## config.mk

```make
export PLATFORM = sky130hd
export DESIGN_NAME = hsmq_cell
export DESIGN_NICKNAME = d
export VERILOG_FILES = /design/src/sv/hsmq_pkg.sv /design/src/sv/hsmq_cell.sv
export SDC_FILE = /design/constraint.sdc
export NUM_CORES = 1
export LEC_CHECK = 0
export ABC_CLOCK_PERIOD_IN_PS = 8900
export BUFFER_PORTS_ARGS = -buffer_cell sky130_fd_sc_hd__buf_2
export CORE_AREA = 2 2 89 91
export CTS_CLUSTER_SIZE = 16
export DETAILED_ROUTE_END_ITERATION = 8
export DIE_AREA = 0 0 91 93
export GPL_ROUTABILITY_DRIVEN = 0
export GPL_TIMING_DRIVEN = 1
export PLACE_DENSITY = 0.8
export SLEW_MARGIN = 20
export SYNTH_ARGS = -nofsm -noshare
export SYNTH_HDL_FRONTEND = slang
export SYNTH_SLANG_ARGS = --single-unit
```

## constraint.sdc

```tcl
create_clock -name clk -period 8.9 [get_ports clk]
set_clock_uncertainty 0.05 [all_clocks]
set_input_delay 0 -clock clk [delete_from_list [all_inputs] [get_ports clk]]
set_output_delay 0 -clock clk [all_outputs]
set_load 0.05 [all_outputs]
```

## src/sv/hsmq_pkg.sv

```systemverilog
// Shared constants, types and codes for the sorted Huffman node queue.
package hsmq_pkg;

    localparam int QUEUE_DEPTH = 256;
    localparam int WEIGHT_BITS = 32;

    // fixed field widths of the ports
    localparam int FIELD_W = 32;
    localparam int ID_W    = 9;
    localparam int NID_W   = 10;
    localparam int OCC_W   = 9;
    localparam int SYM_W   = 8;

    localparam int CNT_W     = $clog2(QUEUE_DEPTH + 1);
    localparam int WIDE_W    = (WEIGHT_BITS > FIELD_W) ? WEIGHT_BITS : FIELD_W;
    localparam int OCC_WIDE  = (CNT_W > OCC_W) ? CNT_W : OCC_W;

    localparam logic [SYM_W-1:0] PARENT_SYMBOL = 8'h2A;

    localparam logic CMD_INSERT = 1'b0;
    localparam logic CMD_MERGE  = 1'b1;

    localparam logic [1:0] STATUS_OK    = 2'd0;
    localparam logic [1:0] STATUS_ONE   = 2'd1;
    localparam logic [1:0] STATUS_EMPTY = 2'd2;
    localparam logic [1:0] STATUS_FULL  = 2'd3;

    typedef struct packed {
        logic [WEIGHT_BITS-1:0] weight;
        logic [SYM_W-1:0]       symbol;
        logic [ID_W-1:0]        id;
    } entry_t;

    // broadcast to every cell of the row
    typedef struct packed {
        logic   ins;    // sorted insert of ent
        logic   pop;    // drop the two head entries
        entry_t ent;
    } cell_ctl_t;

endpackage

```

## src/sv/hsmq_cell.sv

```systemverilog
// One queue slot: holds an entry and takes its next value from a neighbor or the bus.
module hsmq_cell (
    input  logic               clk,
    input  hsmq_pkg::cell_ctl_t ctl,
    input  logic               occ,      // slot lies below the entry count
    input  logic               prev_lt,  // left neighbor is lighter than the new entry
    input  hsmq_pkg::entry_t   left_ent,
    input  hsmq_pkg::entry_t   right2_ent,
    output logic               lt,
    output hsmq_pkg::entry_t   ent
);

    hsmq_pkg::entry_t q_reg;
    hsmq_pkg::entry_t q_next;

    assign lt  = occ && (q_reg.weight < ctl.ent.weight);
    assign ent = q_reg;

    always_comb
    begin
        q_next = q_reg;
        if (ctl.pop)
        begin
            q_next = right2_ent;
        end
        else if (ctl.ins && !lt)
        begin
            // first slot not lighter takes the new entry, the rest shift right
            q_next = prev_lt ? ctl.ent : left_ent;
        end
    end

    always_ff @(posedge clk)
    begin
        q_reg <= q_next;
    end

endmodule

```

Word-level counts from Yosys, hierarchy flattened

Index checks and enable logic that the tools add are counted.

$lt $le $gt $ge: 1
Multiplexer cells: 3
Reductions and logical operators: 4

Operators by type and width:

| kind                | number |
|---|---|
| 49-bit 2-to-1 mux   | 3 |
| 32-bit < comparator | 1 |
| 1-bit logical AND   | 2 |
| 2-bit nonzero test  | 1 |
| 1-bit logical NOT   | 1 |

Register bits after elaboration: 49
Input bits: 152

Depth between registers and ports, before layout

Depth after elaboration: 6
Mapped depth: 7
Mapped depth without buffers: 7

Least setup slack after synthesis

Ideal clock, no wire load.

Path type: register to register
Start: register q_reg (netlist bit ent[47])
End: register q_reg (netlist bit ent[0]), enable pin
Setup time: 0.484 ns
Arrival: 4.264 ns
Required time: 8.366 ns
Setup slack: 4.102 ns
Stages on the path, launching flop included: 6
Buffers on the path: 0
Path through: edfxtp_1 -> ha_1 -> nand4_2 -> nor4_2 -> nand2_1 -> a41oi_1

Cells in the longest elaborated chain, start to end: 5

Ends and longest elaborated chain:

| item                         | RTL line        | RTL |
|---|---|---|
| from (decl)                  | hsmq_cell.sv:13 | `hsmq_pkg::entry_t q_reg;` |
| from (signal assigned)       | hsmq_cell.sv:35 | `q_reg <= q_next;` |
| 32-bit < comparator          | hsmq_cell.sv:16 | `assign lt = occ && (q_reg.weight < ctl.ent.weight);` |
| 1-bit logical AND            | hsmq_cell.sv:16 |  |
| 1-bit logical NOT            | hsmq_cell.sv:26 | `else if (ctl.ins && !lt)` |
| 1-bit logical AND            | hsmq_cell.sv:26 |  |
| 2-bit nonzero test (no line) | -               |  |

No other way between the ends.
A chain may end at the register's enable or synchronous reset.

Worst setup path after layout

Start: register q_reg (netlist bit ent[20])
End: register q_reg (netlist bit ent[16]), enable pin

The elaborated chain is that of the path after synthesis.

==> results_dict.tcl <==
set metrics [dict create \
    ir_drop_mv 0.0779 \
    numClockSinks 49 \
    powerDensity_mw_per_mm2 150 \
    totalWireLength_um 9590 \
    hold_path.class "primary input to flip-flop" \
    fillCellCount 599 \
    max_slew.worst_pin.slew_ns 0.836 \
    fin_setup_tns_ns 0 \
    cp_slowest_cell "a41oi_4" \
    syn_inst 327 \
    io_buffers 201 \
    path_class "flip-flop to flip-flop" \
    power_frac_comb_pct 36.3 \
    switching_share_pct 34.6 \
    num_antenna_cells 0 \
    fmax_ghz 0.313 \
    synth_fa_ha_area_share_pct 11.8 \
    cp.required_ns 8.80 \
    crit_fanout 32 \
    die_width_um 91 \
    startpoint "ent[20]" \
    initial_core_util_pct 43.6 \
    viasPerCell 4.85 \
    dieArea_mm2 0.00846 \
    grt_max_degree 101 \
    grt_pass1_vias 3554 \
    dr.pass1.iters 4 \
    fin_area_mm2 0.00504 \
    place_hpwl_um 6870 \
    fin_ws_ns 5.70 \
    wl_per_cell_um 14.2 \
    die-height_um 93 \
    synth_mux_area_share_pct 14.9 \
    netlist_top_cells_count "nand2_1 (58), o21ai_0 (53), edfxtp_1 (49), mux2i_1 (49), inv_1 (33)" \
    synth-simple-area-share_pct 9.76 \
    slowest_delay_ns 0.68 \
    area_delta_synth_final_pct 53.5 \
    cts_tree "built" \
    syn-cell-area_mm2 0.00328 \
    drc 0 \
    min_period_ns 3.20 \
    p_switching_uw 262 \
    finalNonFillerCells 676 \
    dp.cells 616 \
    worstPathArrival_ns 3.10 \
    leakagePower_nw 2.57 \
    r2r_slack_ns 5.70 \
    cts_buffers 5 \
    whs_ns 0.0123 \
    synth_top_family_by_area "multiplexers" \
    io-pin-count 202 \
    cts.path.max_buffers 2 \
    async_flop_share_pct 0 \
    power_uw 758 \
    yosysUniqueCellTypes 27 \
    critPathLaunchType "flip-flop" \
    seqCellArea_mm2 0.00147 \
    finalSetupViolCount 0 \
    core_mm2 0.00753 \
    grt_first_pass_wirelength_um 15300 \
    clkLatencyLatePin_ns 0.30 \
    grt_usage_pct 22.5 \
    clk_pin_slew_ns 0.09 \
    rsz0062_at_grt "false" \
    largest_reg_flops 49 \
    p_int_uw 496 \
    ys.flop_type "edfxtp_1" \
    final_util_pct 66.9 \
    multi_input_area_mm2 0.00163 \
    cts-root-buf "clkbuf_8" \
    ys_seq_area_share_pct 44.8 \
    fin_nets 756 \
    ant_nets 0 \
    finalCritPeriodShare_pct 35.9 \
    pwr-share-clk_pct 24.3 \
    yosysMostFrequentCell "nand2_1" \
    antenna_found_initial 0 \
    maxSlewHeadroom_pct 44.3 \
    status "finished clean" \
    grt-ovfl-total 0 \
    drtIter0Drc 93 \
    crit_buf_inv 1 \
    pre_cts_slack_ns 5.66 \
    synth_xor_area_share_pct 0 \
    synth_top_area_share_pct 44.8 \
    ys_seq_elements 49 \
    crit_chain "ha_1, o21ai_0, a2111oi_1, o2111ai_1, a41oi_4, buf_4" \
    synth_fp_nets 510 \
    cp_top_family "compound AO/OA/AOI/OAI gates" \
    synth_edf_count 49 \
    ys_top_cells_by_area "edfxtp_1 (45%), mux2i_1 (15%), ha_1 (12%)" \
    min_from "left_ent[39]" \
    drive_gt1_share_pct 37.8 \
    hold_violations 0 \
    syn_avg_cell_area_um2 10.0 \
    slew_viol_final 0 \
    synth_area_leader_cell "edfxtp_1" \
    yosysWarnings 0 \
    h-tree-depth 2 \
    timing.rr.start "ent[20]" \
    pwr-share-seq_pct 39.5 \
    placed_cell_area_mm2 0.00438 \
    synth-compound-area-share_pct 12.6 \
    rows 32 \
    vias 3281 \
    end_kind "flip-flop" \
    maxCapViolCount 0 \
    cts_setup_buffers 0 \
]
logic make-up (layout without fill, tap and decap cells):
| group | after synthesis | in the layout |
|---|---|---|
| AO/OA/AOI/OAI | 74 | 74 |
| adder cells (fa/ha/maj) | 31 | 31 |
| buffers and inverters | 50 | 297 |
| flip-flops | 49 | 49 |
| multiplexers | 49 | 49 |
| AND/OR/NAND/NOR | 74 | 74 |
metal layers:
| layer | GRT usage [%] | up-vias | share of wire, % |
|---|---|---|---|
| met5 | 0 | - | 0 |
| met4 | 6.57 | 0 | 1.5 |
| met3 | 4.92 | 12 | 5.5 |
| met2 | 46.1 | 120 | 55 |
| met1 | 22.4 | 1484 | 38 |
| li1 | - | 1665 | - |
cell usage in the layout (no fill, tap or decap), drive strengths merged:
master | synthesis | final
clkinv | 0 | 1
edfxtp | 49 | 49
nand3 | 3 | 3
and4 | 1 | 1
nand4 | 4 | 4
o21ai | 54 | 54
and3 | 1 | 1
nand2b | 2 | 2
inv | 33 | 33
nor4 | 1 | 1
buf | 5 | 204
a221o | 2 | 2
nand2 | 58 | 58
o2111ai | 1 | 1
a2111oi | 2 | 2
clkbuf | 12 | 5
a211oi | 1 | 1
dlygate4sd3 | 0 | 52
mux2i | 49 | 49
a21o | 1 | 1
a41oi | 1 | 1
a21oi | 12 | 12
bufinv | 0 | 2
nor2 | 3 | 3
ha | 31 | 31
nor3 | 1 | 1
repair_timing:
item / in CTS / in global routing
resized for setup: 0 / 0
hold endpoints to repair: 49 / 0
hold buffers: 52 / 0
worst min-delay path, cell delays in order:
cell,delay (ns)
buf_2,0.07
mux2i_1,0.05
o21ai_0,0.13
final cells by class:
| type | instances | share of cell area [%] |
|---|---|---|
| multi-input cells | 228 | 32.4 |
| repair buffers | 256 | 30.8 |
| clock buffers | 5 | 1.37 |
| clock inverters | 3 | 1.29 |
| well taps | 102 | 2.53 |
| flip-flops and latches | 49 | 29.2 |
| inverters | 33 | 2.46 |
final timing paths:
path / depth (start not counted) / endpoint
max: 6 / ent[16]
min: 3 / ent[39]
max reg2reg: 6 / ent[16]
min reg2reg: 5 / ent[36]
power groups by stage:
stage	combinational (mW)	sequential [mW]	clock [mW]
floorplan	0.0802	0.397	0
global placement	0.249	0.302	0
detailed placement	0.257	0.304	0
CTS	0.275	0.299	0.189
global route	0.297	0.302	0.198
finish	0.275	0.299	0.184
Note: power is estimated with default switching activity, not from simulation.
